### src/sv/mcg_pkg.sv
// shared types, constants and tables for the month calendar grid block
`timescale 1ns / 1ps

package mcg_pkg;

  typedef logic [3:0]  month_t;
  typedef logic [11:0] year_t;
  typedef logic [4:0]  day_t;
  typedef logic [2:0]  pos_t;
  typedef logic [12:0] dsum_t;

  typedef enum logic [1:0] {
    CELL_PREV = 2'd0,
    CELL_CUR  = 2'd1,
    CELL_NEXT = 2'd2
  } cell_month_e;

  localparam month_t MonthJan = 4'd1;
  localparam month_t MonthFeb = 4'd2;
  localparam month_t MonthDec = 4'd12;
  localparam year_t  YearMin  = 12'd1583;

  localparam int unsigned NumRows = 6;
  localparam int unsigned NumCols = 7;
  localparam pos_t LastRow  = 3'(NumRows - 1);
  localparam pos_t LastCol  = 3'(NumCols - 1);
  localparam pos_t FirstWeekendCol = 3'd5;

  // reciprocal constants for division by 100 and by 7
  localparam logic [12:0] Recip100      = 13'd5243;
  localparam int unsigned Recip100Shift = 19;
  localparam logic [13:0] Recip7        = 14'd9363;
  localparam int unsigned Recip7Shift   = 16;

  // one job handed from the front to the back
  typedef struct packed {
    month_t      mon;
    day_t        day;
    cell_month_e rel;
    logic        leap;
    day_t        today;
  } mcg_job_t;

  // days in a month, leap selects 29 for february
  function automatic day_t month_len(input month_t mon, input logic leap);
    day_t len;
    unique case (mon)
      4'd1, 4'd3, 4'd5, 4'd7, 4'd8, 4'd10, 4'd12: len = 5'd31;
      4'd4, 4'd6, 4'd9, 4'd11:                    len = 5'd30;
      4'd2:                                       len = leap ? 5'd29 : 5'd28;
      default:                                    len = 5'd0;
    endcase
    return len;
  endfunction

  // (31 * m) / 12 with m counted from march = 1
  function automatic day_t month_shift(input month_t mon);
    day_t sh;
    unique case (mon)
      4'd3:    sh = 5'd2;
      4'd4:    sh = 5'd5;
      4'd5:    sh = 5'd7;
      4'd6:    sh = 5'd10;
      4'd7:    sh = 5'd12;
      4'd8:    sh = 5'd15;
      4'd9:    sh = 5'd18;
      4'd10:   sh = 5'd20;
      4'd11:   sh = 5'd23;
      4'd12:   sh = 5'd25;
      4'd1:    sh = 5'd28;
      4'd2:    sh = 5'd31;
      default: sh = 5'd0;
    endcase
    return sh;
  endfunction

endpackage

### src/sv/mcg_if.sv
// valid/ready channel interfaces for requests and grid cells
`timescale 1ns / 1ps

interface mcg_in_if;
  logic        valid;
  logic        ready;
  logic [3:0]  month_in;
  logic [11:0] year_in;
  logic [4:0]  today_day;

  modport source(output valid, output month_in, output year_in, output today_day,
                 input ready);
  modport sink(input valid, input month_in, input year_in, input today_day,
               output ready);
endinterface

interface mcg_out_if;
  logic       valid;
  logic       ready;
  logic [2:0] grid_row;
  logic [2:0] grid_col;
  logic [4:0] day_number;
  logic [1:0] cell_month;
  logic       is_weekend;
  logic       is_today;
  logic       last_cell;

  modport source(output valid, output grid_row, output grid_col, output day_number,
                 output cell_month, output is_weekend, output is_today,
                 output last_cell, input ready);
  modport sink(input valid, input grid_row, input grid_col, input day_number,
               input cell_month, input is_weekend, input is_today,
               input last_cell, output ready);
endinterface

### src/sv/mcg_front.sv
// front pipeline: clamps a request, finds the weekday of the 1st and the first cell
`timescale 1ns / 1ps

module mcg_front import mcg_pkg::*; (
  input  logic     clk_i,
  input  logic     rst_ni,
  mcg_in_if.sink   in_i,
  output logic     job_valid_o,
  input  logic     job_ready_i,
  output mcg_job_t job_o
);

  typedef struct packed {
    month_t mon;
    year_t  yr;
    year_t  yy;
    day_t   shift;
    day_t   today;
  } st1_t;

  typedef struct packed {
    month_t     mon;
    year_t      yr;
    year_t      yy;
    logic [5:0] q_yy;
    day_t       shift;
    day_t       today;
  } st2_t;

  typedef struct packed {
    month_t     mon;
    year_t      yr;
    dsum_t      s;
    logic [5:0] q_yr;
    day_t       today;
  } st3_t;

  typedef struct packed {
    month_t     mon;
    logic       leap;
    dsum_t      s;
    logic [9:0] q7;
    day_t       today;
  } st4_t;

  logic st1_v_q, st2_v_q, st3_v_q, st4_v_q;
  st1_t st1_q, st1_d;
  st2_t st2_q, st2_d;
  st3_t st3_q, st3_d;
  st4_t st4_q, st4_d;
  logic en;

  month_t      mon_c;
  year_t       yr_c;
  logic [24:0] prod_yy, prod_yr;
  logic [26:0] prod_7;
  logic        is100;
  dsum_t       rem_full;
  logic [2:0]  rem7, offset;
  month_t      prev_mon;
  day_t        prev_len;

  // whole pipeline holds while its last stage cannot hand over
  assign en          = !(st4_v_q && !job_ready_i);
  assign in_i.ready  = en;

  // stage 1: clamp, shift the year for january and february
  always_comb begin
    if (in_i.month_in < MonthJan) begin
      mon_c = MonthJan;
    end else if (in_i.month_in > MonthDec) begin
      mon_c = MonthDec;
    end else begin
      mon_c = in_i.month_in;
    end
    yr_c = (in_i.year_in < YearMin) ? YearMin : in_i.year_in;
    st1_d.mon   = mon_c;
    st1_d.yr    = yr_c;
    st1_d.yy    = yr_c - 12'((mon_c <= MonthFeb) ? 1 : 0);
    st1_d.shift = month_shift(mon_c);
    st1_d.today = in_i.today_day;
  end

  // stage 2: century count of the shifted year
  always_comb begin
    prod_yy     = 25'(st1_q.yy) * 25'(Recip100);
    st2_d.mon   = st1_q.mon;
    st2_d.yr    = st1_q.yr;
    st2_d.yy    = st1_q.yy;
    st2_d.q_yy  = prod_yy[Recip100Shift +: 6];
    st2_d.shift = st1_q.shift;
    st2_d.today = st1_q.today;
  end

  // stage 3: day-of-week sum, century count of the real year for the leap test
  always_comb begin
    prod_yr     = 25'(st2_q.yr) * 25'(Recip100);
    st3_d.mon   = st2_q.mon;
    st3_d.yr    = st2_q.yr;
    st3_d.s     = 13'd1 + {1'b0, st2_q.yy} + {3'b0, st2_q.yy[11:2]}
                - {7'b0, st2_q.q_yy} + {9'b0, st2_q.q_yy[5:2]} + {8'b0, st2_q.shift};
    st3_d.q_yr  = prod_yr[Recip100Shift +: 6];
    st3_d.today = st2_q.today;
  end

  // stage 4: quotient by 7, leap by the 4/100/400 rule
  always_comb begin
    prod_7      = 27'(st3_q.s) * 27'(Recip7);
    is100       = (st3_q.yr == 12'(12'(st3_q.q_yr) * 12'd100));
    st4_d.mon   = st3_q.mon;
    st4_d.leap  = (st3_q.yr[1:0] == 2'd0) && (!is100 || (st3_q.q_yr[1:0] == 2'd0));
    st4_d.s     = st3_q.s;
    st4_d.q7    = prod_7[Recip7Shift +: 10];
    st4_d.today = st3_q.today;
  end

  // hand-over: number of leading previous-month cells and the first cell
  always_comb begin
    rem_full = st4_q.s - 13'({3'b0, st4_q.q7} * 13'd7);
    rem7     = rem_full[2:0];
    offset   = (rem7 == 3'd0) ? 3'd6 : rem7 - 3'd1;
    prev_mon = (st4_q.mon == MonthJan) ? MonthDec : st4_q.mon - 4'd1;
    prev_len = month_len(prev_mon, st4_q.leap);
    job_o.leap  = st4_q.leap;
    job_o.today = st4_q.today;
    if (offset == 3'd0) begin
      job_o.mon = st4_q.mon;
      job_o.day = 5'd1;
      job_o.rel = CELL_CUR;
    end else begin
      job_o.mon = prev_mon;
      job_o.day = prev_len - {2'b0, offset} + 5'd1;
      job_o.rel = CELL_PREV;
    end
  end

  assign job_valid_o = st4_v_q;

  always_ff @(posedge clk_i or negedge rst_ni) begin
    if (!rst_ni) begin
      st1_v_q <= 1'b0;
      st2_v_q <= 1'b0;
      st3_v_q <= 1'b0;
      st4_v_q <= 1'b0;
    end else if (en) begin
      st1_v_q <= in_i.valid;
      st2_v_q <= st1_v_q;
      st3_v_q <= st2_v_q;
      st4_v_q <= st3_v_q;
    end
  end

  always_ff @(posedge clk_i) begin
    if (en) begin
      st1_q <= st1_d;
      st2_q <= st2_d;
      st3_q <= st3_d;
      st4_q <= st4_d;
    end
  end

endmodule

### src/sv/mcg_queue.sv
// small job queue between the front pipeline and the cell engine
`timescale 1ns / 1ps

module mcg_queue import mcg_pkg::*; #(
  parameter int unsigned Depth = 2
) (
  input  logic     clk_i,
  input  logic     rst_ni,
  input  logic     push_valid_i,
  output logic     push_ready_o,
  input  mcg_job_t push_data_i,
  output logic     pop_valid_o,
  input  logic     pop_ready_i,
  output mcg_job_t pop_data_o
);

  localparam int unsigned PtrW = $clog2(Depth);
  localparam int unsigned CntW = $clog2(Depth + 1);

  mcg_job_t            mem_q [Depth];
  logic [PtrW-1:0]     wr_ptr_q, wr_ptr_d, rd_ptr_q, rd_ptr_d;
  logic [CntW-1:0]     cnt_q, cnt_d;
  logic                push, pop;

  assign push_ready_o = (cnt_q != CntW'(Depth));
  assign pop_valid_o  = (cnt_q != '0);
  assign pop_data_o   = mem_q[rd_ptr_q];
  assign push = push_valid_i && push_ready_o;
  assign pop  = pop_valid_o && pop_ready_i;

  always_comb begin
    wr_ptr_d = wr_ptr_q;
    rd_ptr_d = rd_ptr_q;
    cnt_d    = cnt_q;
    if (push) begin
      wr_ptr_d = (wr_ptr_q == PtrW'(Depth - 1)) ? '0 : wr_ptr_q + 1'b1;
    end
    if (pop) begin
      rd_ptr_d = (rd_ptr_q == PtrW'(Depth - 1)) ? '0 : rd_ptr_q + 1'b1;
    end
    if (push && !pop) begin
      cnt_d = cnt_q + 1'b1;
    end else if (pop && !push) begin
      cnt_d = cnt_q - 1'b1;
    end
  end

  always_ff @(posedge clk_i or negedge rst_ni) begin
    if (!rst_ni) begin
      wr_ptr_q <= '0;
      rd_ptr_q <= '0;
      cnt_q    <= '0;
    end else begin
      wr_ptr_q <= wr_ptr_d;
      rd_ptr_q <= rd_ptr_d;
      cnt_q    <= cnt_d;
    end
  end

  always_ff @(posedge clk_i) begin
    if (push) begin
      mem_q[wr_ptr_q] <= push_data_i;
    end
  end

endmodule

### src/sv/mcg_back.sv
// cell engine: walks the 42 grid cells of a job into a registered output word
`timescale 1ns / 1ps

module mcg_back import mcg_pkg::*; (
  input  logic     clk_i,
  input  logic     rst_ni,
  input  logic     job_valid_i,
  output logic     job_ready_o,
  input  mcg_job_t job_i,
  mcg_out_if.source out_o
);

  logic        eng_v_q, eng_v_d;
  pos_t        row_q, row_d, col_q, col_d;
  mcg_job_t    eng_q, eng_d;
  logic        out_v_q;
  logic        adv, last, load;
  day_t        len;

  // output register
  pos_t        o_row_q, o_col_q;
  day_t        o_day_q;
  cell_month_e o_rel_q;
  logic        o_wkend_q, o_today_q, o_last_q;

  assign adv  = !out_v_q || out_o.ready;
  assign last = (row_q == LastRow) && (col_q == LastCol);
  assign len  = month_len(eng_q.mon, eng_q.leap);
  // take a new job when idle, or right behind the last cell of the current one
  assign load = adv && (!eng_v_q || last);
  assign job_ready_o = load;

  always_comb begin
    eng_v_d = eng_v_q;
    eng_d   = eng_q;
    row_d   = row_q;
    col_d   = col_q;
    if (load) begin
      eng_v_d = job_valid_i;
      eng_d   = job_i;
      row_d   = '0;
      col_d   = '0;
    end else if (eng_v_q && adv) begin
      if (col_q == LastCol) begin
        col_d = '0;
        row_d = row_q + 3'd1;
      end else begin
        col_d = col_q + 3'd1;
      end
      if (eng_q.day < len) begin
        eng_d.day = eng_q.day + 5'd1;
      end else begin
        eng_d.day = 5'd1;
        eng_d.mon = (eng_q.mon == MonthDec) ? MonthJan : eng_q.mon + 4'd1;
        eng_d.rel = (eng_q.rel == CELL_PREV) ? CELL_CUR : CELL_NEXT;
      end
    end
  end

  always_ff @(posedge clk_i or negedge rst_ni) begin
    if (!rst_ni) begin
      eng_v_q <= 1'b0;
      out_v_q <= 1'b0;
      row_q   <= '0;
      col_q   <= '0;
    end else begin
      eng_v_q <= eng_v_d;
      row_q   <= row_d;
      col_q   <= col_d;
      if (adv) begin
        out_v_q <= eng_v_q;
      end
    end
  end

  always_ff @(posedge clk_i) begin
    eng_q <= eng_d;
    if (adv) begin
      o_row_q   <= row_q;
      o_col_q   <= col_q;
      o_day_q   <= eng_q.day;
      o_rel_q   <= eng_q.rel;
      o_wkend_q <= (col_q >= FirstWeekendCol);
      o_today_q <= (eng_q.rel == CELL_CUR) && (eng_q.today != 5'd0)
                && (eng_q.day == eng_q.today);
      o_last_q  <= last;
    end
  end

  assign out_o.valid      = out_v_q;
  assign out_o.grid_row   = o_row_q;
  assign out_o.grid_col   = o_col_q;
  assign out_o.day_number = o_day_q;
  assign out_o.cell_month = o_rel_q;
  assign out_o.is_weekend = o_wkend_q;
  assign out_o.is_today   = o_today_q;
  assign out_o.last_cell  = o_last_q;

`ifndef SYNTHESIS
  // the last flag only ever marks the bottom-right cell
  assert property (@(posedge clk_i) disable iff (!rst_ni)
    out_v_q && o_last_q |-> (o_row_q == LastRow) && (o_col_q == LastCol))
    else $error("last cell flag away from the final grid position");

  // a highlighted cell belongs to the current month
  assert property (@(posedge clk_i) disable iff (!rst_ni)
    out_v_q && o_today_q |-> (o_rel_q == CELL_CUR))
    else $error("highlight outside the current month");

  // a job is only replaced after its final cell
  assert property (@(posedge clk_i) disable iff (!rst_ni)
    eng_v_q && adv && !last |=> eng_v_q)
    else $error("cell engine dropped a job before its last cell");

  // a walked cell never shows day zero
  assert property (@(posedge clk_i) disable iff (!rst_ni)
    out_v_q |-> (o_day_q != 5'd0))
    else $error("grid cell with day number zero");
`endif

endmodule

### src/sv/month_calendar_grid_core.sv
// top level of the monday-first gregorian month calendar grid block
`timescale 1ns / 1ps

// Each request word (month, year, highlighted day) produces 42 cell words, a six-row by
// seven-column grid in row-major order starting on the Monday on or before the 1st,
// with the tail of the previous month before it and the start of the next month after.
// Months outside 1..12 clamp to the nearest end, years below 1583 clamp to 1583.
// Throughput is one cell word per cycle while the sink does not stall; that rate is set
// by the cell engine, which walks one grid position per cycle into the output register.
// Requests are taken while earlier grids are still going out: a four-stage front pipeline
// computes the weekday of the 1st and the leap year, and a job queue of QueueDepth
// entries lets the front run ahead of the engine.
// QueueDepth must be at least 2.

module month_calendar_grid_core import mcg_pkg::*; #(
  parameter int unsigned QueueDepth = 2
) (
  input  logic      clk_i,
  input  logic      rst_ni,
  mcg_in_if.sink    in_i,
  mcg_out_if.source out_o
);

  // front to queue
  logic     f_valid, f_ready;
  mcg_job_t f_job;

  // queue to cell engine
  logic     b_valid, b_ready;
  mcg_job_t b_job;

  // clamping, weekday of the 1st, leap year, first cell of the grid
  mcg_front u_front (
    .clk_i       (clk_i),
    .rst_ni      (rst_ni),
    .in_i        (in_i),
    .job_valid_o (f_valid),
    .job_ready_i (f_ready),
    .job_o       (f_job)
  );

  // decouples the front pipeline from the 42-cell grid walk
  mcg_queue #(
    .Depth (QueueDepth)
  ) u_queue (
    .clk_i        (clk_i),
    .rst_ni       (rst_ni),
    .push_valid_i (f_valid),
    .push_ready_o (f_ready),
    .push_data_i  (f_job),
    .pop_valid_o  (b_valid),
    .pop_ready_i  (b_ready),
    .pop_data_o   (b_job)
  );

  // one cell per cycle, held in the output register while the sink stalls
  mcg_back u_back (
    .clk_i       (clk_i),
    .rst_ni      (rst_ni),
    .job_valid_i (b_valid),
    .job_ready_o (b_ready),
    .job_i       (b_job),
    .out_o       (out_o)
  );

endmodule
### src/flat_wrapper.sv
// flat-port wrapper written by rule: the top's interface ports become plain ports
module month_calendar_grid_core_flat import mcg_pkg::*;
#(
  parameter int unsigned QueueDepth = 2
)
  (clk_i, rst_ni, in_i_valid, in_i_month_in, in_i_year_in, in_i_today_day, in_i_ready, out_o_valid, out_o_grid_row, out_o_grid_col, out_o_day_number, out_o_cell_month, out_o_is_weekend, out_o_is_today, out_o_last_cell, out_o_ready);
  mcg_in_if in_i_i ();
  mcg_out_if out_o_i ();
  input  logic clk_i;
  input  logic rst_ni;
  input wire logic [$bits(in_i_i.valid)-1:0] in_i_valid;
  input wire logic [$bits(in_i_i.month_in)-1:0] in_i_month_in;
  input wire logic [$bits(in_i_i.year_in)-1:0] in_i_year_in;
  input wire logic [$bits(in_i_i.today_day)-1:0] in_i_today_day;
  output wire logic [$bits(in_i_i.ready)-1:0] in_i_ready;
  output wire logic [$bits(out_o_i.valid)-1:0] out_o_valid;
  output wire logic [$bits(out_o_i.grid_row)-1:0] out_o_grid_row;
  output wire logic [$bits(out_o_i.grid_col)-1:0] out_o_grid_col;
  output wire logic [$bits(out_o_i.day_number)-1:0] out_o_day_number;
  output wire logic [$bits(out_o_i.cell_month)-1:0] out_o_cell_month;
  output wire logic [$bits(out_o_i.is_weekend)-1:0] out_o_is_weekend;
  output wire logic [$bits(out_o_i.is_today)-1:0] out_o_is_today;
  output wire logic [$bits(out_o_i.last_cell)-1:0] out_o_last_cell;
  input wire logic [$bits(out_o_i.ready)-1:0] out_o_ready;
  assign in_i_i.valid = in_i_valid;
  assign in_i_i.month_in = in_i_month_in;
  assign in_i_i.year_in = in_i_year_in;
  assign in_i_i.today_day = in_i_today_day;
  assign in_i_ready = in_i_i.ready;
  assign out_o_valid = out_o_i.valid;
  assign out_o_grid_row = out_o_i.grid_row;
  assign out_o_grid_col = out_o_i.grid_col;
  assign out_o_day_number = out_o_i.day_number;
  assign out_o_cell_month = out_o_i.cell_month;
  assign out_o_is_weekend = out_o_i.is_weekend;
  assign out_o_is_today = out_o_i.is_today;
  assign out_o_last_cell = out_o_i.last_cell;
  assign out_o_i.ready = out_o_ready;
  month_calendar_grid_core #(.QueueDepth(QueueDepth)) u_core (.clk_i(clk_i), .rst_ni(rst_ni), .in_i(in_i_i), .out_o(out_o_i));
endmodule
### config.mk
export PLATFORM = sky130hd
export DESIGN_NAME = month_calendar_grid_core_flat
export DESIGN_NICKNAME = d
export VERILOG_FILES = /design/src/sv/mcg_pkg.sv /design/src/sv/mcg_if.sv /design/src/sv/mcg_front.sv /design/src/sv/mcg_queue.sv /design/src/sv/mcg_back.sv /design/src/sv/month_calendar_grid_core.sv /design/src/flat_wrapper.sv
export SDC_FILE = /design/constraint.sdc
export NUM_CORES = 1
export LEC_CHECK = 0
export BUFFER_PORTS_ARGS = -buffer_cell sky130_fd_sc_hd__clkbuf_2
export CAP_MARGIN = 20
export CORE_ASPECT_RATIO = 0.5
export CORE_MARGIN = 2
export CORE_UTILIZATION = 40
export DETAILED_ROUTE_END_ITERATION = 10
export MAX_ROUTING_LAYER = met4
export PLACE_DENSITY_LB_ADDON = 0.15
export SYNTH_ARGS = -nofsm -noshare
export SYNTH_HDL_FRONTEND = slang
export SYNTH_SLANG_ARGS = --single-unit
### constraint.sdc
create_clock -name clk_i -period 5.7 [get_ports clk_i]
set_input_delay 0.285 -clock clk_i [delete_from_list [all_inputs] [get_ports clk_i]]
set_output_delay 0.285 -clock clk_i [all_outputs]
set_load 0.1 [all_outputs]
==> impl_metrics.ini, run 1 <==
[outcome]
status = finished, final reports clean

[floorplan]
die_h_um = 150.7
dieWidth_um = 297.3
start_util = 0.4074
ios = 43
rows = 53
die_area_sq_um = 44800
core_area_sq_um = 42240

[synthesis]
synth.area.top_cells = edfxtp_1, ha_1, fa_1
synthArstFlopShare = 0.07306
yosysSeqAreaShare = 0.3775
ys_types = 68
ys_ff_latch = 219
synth_top_area_cell = edfxtp_1
yosysWarnings = 0
synthDominantCellAreaShare = 0.3542
synth_edf_count = 203
syn_area_sq_um = 17210
syn-num-nets = 1924
ys.flop_type = edfxtp_1
syn_inst = 1462
avgSynthCellArea_sq_um = 11.77

[sta]
layout_min_cycle_time_ns = 5.209
timing.final.ws_setup_ns = 0.4913
drv_slew = 0
period_share = 0.9138
skew_ns = 0.01596
finalSetupViolations = 0
relSlewSlack = 0.4252
fin_setup_tns_ns = 0
rsz0062_at_grt = no
tightest_slew_ns = 0.8622
finalHoldViolCount = 0
fmax_ghz = 0.1920

[detailed_routing]
viasPerCell = 4.652
vias = 9876
drt_pass1_iterations = 4
drc = 0
detail-route-antenna-nets = 0
wirelength_mm = 30.46
wl_per_cell_um = 14.35
initialDrtViolationCount = 409

[clock_tree]
cts_tree = yes
cts.repair.resized = 0
cts.htree.levels = 1
cts-root-buf = clkbuf_16
cts-buffers-inserted = 23
ctsHoldBuffers = 7
cts_buffer_depth = 3
clkSinkCount = 219
cts_setup_buffers = 0
insertion_delay_ns = 0.53
clkSlewWorstSetupHoldPaths_ns = 0.06

[critical_path]
cp.arrival_ns = 5.59
r2r-start = u_core.u_front.st1_q[16]$_DFFE_PN_
crit_end = u_core.u_front.st2_q[13]$_DFFE_PN_
critPathMaxFanout = 6
ff2ff_path_depth = 16
timing.critical_path.to_type = register
rr_endpoint = u_core.u_front.st2_q[13]$_DFFE_PN_
reg2reg_slack_ns = 0.49
startpoint_type = register
worstPathRequired_ns = 6.08
crit_start = u_core.u_front.st1_q[16]$_DFFE_PN_
worstSetupPathType = reg -> reg

[placed_design]
placed_cells = 2074
hpwlAfterDp_mm = 24.66
postPlaceCellArea_sq_um = 18140
numPortBuffers = 42
gp_congestion = 0.8630
dp_slack_ns = 0.4748

[final_layout]
n_antenna_cell = 0
layout-drive-gt1-share = 0.07439
fin_cells = 2123
stdcell_area_sq_um = 18940
num-nets-final = 1991
syn_to_final_growth_pct = 10.08
final_common_cell = inv_1
mostFrequentLayoutCells = inv_1, ha_1, edfxtp_1

[grt]
antenna_found_initial = 0
grt_pass1_vias = 10500
gr-total-overflow = 0
grt_first_pass_wirelength_mm = 52.01
grt_start_max_net_pins = 144
track_usage = 0.1479

[min_path]
hold_path.class = in -> reg

[flow_run]
cap_violations = 0
[worst min-delay path by stage]
stage,end,from,depth (start not counted)
2_1_floorplan,u_core.u_back.col_q[0]$_DFFE_PN0P_,rst_ni,0
3_3_place_gp,u_core.u_back.out_o.valid$_DFFE_PN0P_,rst_ni,1
3_5_place_dp,u_core.u_front.st1_v_q$_DFFE_PN0N_,rst_ni,1
4_1_cts,u_core.u_front.st1_q[33]$_DFFE_PN_,in_i_year_in[11],1
5_1_grt,u_core.u_front.st1_q[22]$_DFFE_PN_,in_i_year_in[0],2
6_report,u_core.u_front.st1_q[33]$_DFFE_PN_,in_i_year_in[11],1
[cells by family (layout without fill, tap and decap cells)]
kind of cell / count (synthesis) / after routing / share of synthesized area
buffers and inverters: 371 / 455 / 0.08092
muxes: 21 / 21 / 0.01301
DFF: 219 / 219 / 0.3775
xor gates and xnor gates: 72 / 72 / 0.03664
and+or+nand+nor: 192 / 192 / 0.05692
adders and majority gates: 437 / 437 / 0.3753
AOI/OAI and AO/OA: 150 / 150 / 0.05976
[through the flow]
step / utilization / hold WS [ns]
global placement: 0.4295 / 0.2362
detailed placement: 0.4295 / 0.2439
finish: 0.4485 / 0.05536
CTS: 0.4485 / 0.02797
floorplan: - / -0.01059
global route: 0.4485 / 0.05381
[registers in the layout, summed over array words and instances, names as in the netlist, 2 cells and up]
name and flops:
u_core.u_back.eng_q 17, u_core.u_back.out_o.day_number 5, u_core.u_front.st2_q 44, u_core.u_back.row_q 3, u_core.u_back.out_o.cell_month 2, u_core.u_queue.cnt_q 2, u_core.u_back.col_q 3, u_core.u_queue.mem_q 32
u_core.u_back.out_o.grid_row 3, u_core.u_back.out_o.grid_col 3, u_core.u_front.st1_q 38, u_core.u_front.st3_q 40, u_core.u_front.job_o 6, u_core.u_front.st4_q 10
[final cells by class]
class | instances | area, sq um
inverters | 360 | 1351
fillers | 3896 | 23300
clock buffers | 23 | 575.6
repair buffers | 53 | 322.8
well taps | 577 | 721.9
multi-input cells | 872 | 9321
clock inverters | 19 | 155.1
flip-flops and latches | 219 | 6496
[synthesized netlist by cell type (all sizes together) (3+ instances only)]
| master | n |
|---|---|
| inv | 359 |
| ha | 305 |
| edfxtp | 203 |
| fa | 132 |
| xnor2 | 48 |
| nand2 | 46 |
| a21oi | 38 |
| o21ai | 38 |
| nor2 | 36 |
| xor2 | 24 |
| nand3 | 22 |
| nand2b | 19 |
| a21o | 16 |
| dfrtp | 16 |
| nor2b | 15 |
| nor3 | 15 |
| mux2 | 11 |
| clkbuf | 10 |
| mux2i | 10 |
| a211oi | 9 |
| o21a | 9 |
| or2 | 9 |
| nand4 | 7 |
| a31oi | 5 |
| nand3b | 5 |
| o31ai | 5 |
| and3 | 4 |
| o32ai | 4 |
| a2111oi | 3 |
| a21boi | 3 |
| nand4b | 3 |
| o221a | 3 |
[critical path, cell delays in order (launching register included)]
cell and delay, ns:
edfxtp_1 0.50, inv_1 0.11, fa_1 0.58, fa_1 0.46, fa_1 0.52, inv_1 0.07
fa_1 0.54, inv_1 0.06, fa_1 0.53, inv_1 0.04, ha_1 0.26, and4_1 0.15
o21ai_1 0.07, o41ai_2 0.61, o21bai_2 0.16, a211o_1 0.32, nand3_1 0.09
[routing by layer]
metal / up-vias / wire [um] / global-route usage
met2: 89 / 14730 / 0.2551
met4: 0 / 337 / 0.02096
met5: - / 0 / -
met3: 28 / 930 / 0.02294
li1: 5003 / - / -
met1: 4756 / 14460 / 0.1896
Power of run 1 is not shown: default switching activity piles up to over one toggle a cycle in this logic, so the estimate is an artifact.
==> run 2: changes to the inputs <==
--- a/config.mk
+++ b/config.mk
@@ -7,6 +7,8 @@
 export LEC_CHECK = 0
 export BUFFER_PORTS_ARGS = -buffer_cell sky130_fd_sc_hd__clkbuf_2
 export CAP_MARGIN = 20
+export CELL_PAD_IN_SITES_DETAIL_PLACEMENT = 0
+export CELL_PAD_IN_SITES_GLOBAL_PLACEMENT = 1
 export CORE_ASPECT_RATIO = 0.5
 export CORE_MARGIN = 2
 export CORE_UTILIZATION = 40
==> run 2 against run 1 <==
Maximum frequency down 0.12%. Final cell count did not move. Sequential share of layout area down 0.22 points. Setup slack got worse by 0.0064 ns. Final area is 0.66% higher. Hold slack better by 0.013 ns. Sequential cell count stayed put. Global-route usage about the same.
==> impl_metrics.ini, run 2 (synthesis gave the netlist of run 1 again) <==
[detailed_routing]
vias = 9931
wl_per_cell_um = 14.36
drc = 0
drt_pass1_iterations = 4
wirelength_mm = 30.48
viasPerCell = 4.678
detail-route-antenna-nets = 0
initialDrtViolationCount = 367

[clock_tree]
cts-buffers-inserted = 24
cts.htree.levels = 1
clkSinkCount = 219
cts_buffer_depth = 3
cts-root-buf = clkbuf_16
insertion_delay_ns = 0.53
cts.repair.resized = 0
clkSlewWorstSetupHoldPaths_ns = 0.06
cts_tree = yes
cts_setup_buffers = 0

[critical_path]
critPathMaxFanout = 4
crit_family = adder cells
cp.arrival_ns = 5.49
max_stage_delay_ns = 0.56
timing.critical_path.to_type = register
critPathBufInv = 4
startpoint_type = register
worstPathRequired_ns = 5.97
worstPathCellList = inv_1, fa_1, fa_1, inv_1, ha_1, fa_1, inv_1, fa_1, inv_1, ha_1, and3_1, a211oi_1, nand3_1, o21ai_1, o221a_2, nor2b_1, xnor2_1
crit_path_top_delay_cell = fa_1
worstSetupPathType = reg -> reg

[sta]
layout_min_cycle_time_ns = 5.215
finalHoldViolCount = 0
finalSetupViolations = 0
rsz0062_at_grt = no
drv_slew = 0
skew_ns = 0.01543
fin_setup_tns_ns = 0
relSlewSlack = 0.4595
period_share = 0.9149
tightest_slew_ns = 0.8108
fmax_ghz = 0.1918

[final_layout]
syn_to_final_growth_pct = 10.80
num-nets-final = 1991
n_antenna_cell = 0
fillers = 3959
mostFrequentLayoutCells = inv_1, ha_1, edfxtp_1
final_common_cell = inv_1
largest_registers = u_core.u_front.st2_q x44, u_core.u_front.st3_q x40, u_core.u_front.st1_q x38
layout-drive-gt1-share = 0.07439
largest-register = u_core.u_front.st2_q
largest_register_ffs = 44

[grt]
gr-total-overflow = 0
grt_first_pass_wirelength_mm = 52.03
grt_start_max_net_pins = 144
antenna_found_initial = 0
grt_pass1_vias = 10590
track_usage = 0.1482

[placed_design]
numPortBuffers = 42
gp_congestion = 0.8633
hpwlAfterDp_mm = 24.76

[floorplan]
dieWidth_um = 297.3
die_area_sq_um = 44800
start_util = 0.4074
rows = 53
core_area_sq_um = 42240
die_h_um = 150.7
ios = 43

[outcome]
status = finished, final reports clean

[flow_run]
cap_violations = 0

[min_path]
hold_path.class = in -> reg
[run 2: cell count changes in the layout (fill, tap and decap cells not counted), sizes merged]
cell      delta
buf          -1
bufinv       +4
clkbuf       +2
clkinv       -3
clkinvlp     -3
inv          +1
[run 2: cell type report]
class | count | area [sq um] | area share
multi-input combinational | 872 | 9321 | 0.4888
inverter | 360 | 1351 | 0.07086
tap | 577 | 721.9 | 0.03786
clock inverter | 18 | 259.0 | 0.01358
clock buffer | 25 | 604.3 | 0.03169
timing repair buffer | 52 | 315.3 | 0.01653
sequential | 219 | 6496 | 0.3407
[run 2: worst reg2reg max path: stages, from the launching register on]
cell	delay (ns)
edfxtp_1	0.44
inv_1	0.19
fa_1	0.50
fa_1	0.53
inv_1	0.04
ha_1	0.29
fa_1	0.56
inv_1	0.06
fa_1	0.54
inv_1	0.04
ha_1	0.28
and3_1	0.16
a211oi_1	0.30
nand3_1	0.12
o21ai_1	0.33
o221a_2	0.31
nor2b_1	0.20
xnor2_1	0.08
[run 2: what timing repair did]
action	in CTS	in global routing
endpoints found under the hold margin	22	0
setup endpoints to repair	0	0
hold buffers	7	0
[run 2: worst paths after layout]
kind                                                     from                                  to  slack [ns]  cells past startpoint
setup / recovery           u_core.u_front.st2_q[33]$_DFFE_PN_   u_core.u_front.st3_q[8]$_DFFE_PN_        0.48                     17
hold / removal                                    out_o_ready  u_core.u_back.col_q[0]$_DFFE_PN0P_        0.07                      4
setup reg to reg           u_core.u_front.st2_q[33]$_DFFE_PN_   u_core.u_front.st3_q[8]$_DFFE_PN_        0.48                     17
hold reg to reg             u_core.u_front.st1_q[6]$_DFFE_PN_   u_core.u_front.st2_q[6]$_DFFE_PN_        0.42                      0
max in group asynchronous                              rst_ni  u_core.u_back.row_q[1]$_DFFE_PN0P_        5.19                      2
min in group asynchronous                              rst_ni  u_core.u_front.st2_v_q$_DFFE_PN0N_        0.21                      2
[run 2: metrics by stage]
step	cells	setup WS [ns]	util	hold slack, ns	cell area, sq um
floorplan	1462	-0.4278	-	-0.01059	17210
global placement	2073	0.6541	0.4293	0.2328	18140
detailed placement	2073	0.5360	0.4293	0.2382	18140
CTS	2123	0.5017	0.4514	0.05405	19070
global route	2123	0.2731	0.4514	0.07001	19070
finish	2123	0.4849	0.4514	0.06878	19070
[run 2: routing by layer]
layer	up-vias	track usage	wire length (um)
met5	-	-	0
met4	0	0.03384	663
met3	45	0.02193	953
met2	97	0.2525	14520
met1	4790	0.1886	14350
li1	4999	-	-
Power of run 2 is left out for the same reason.
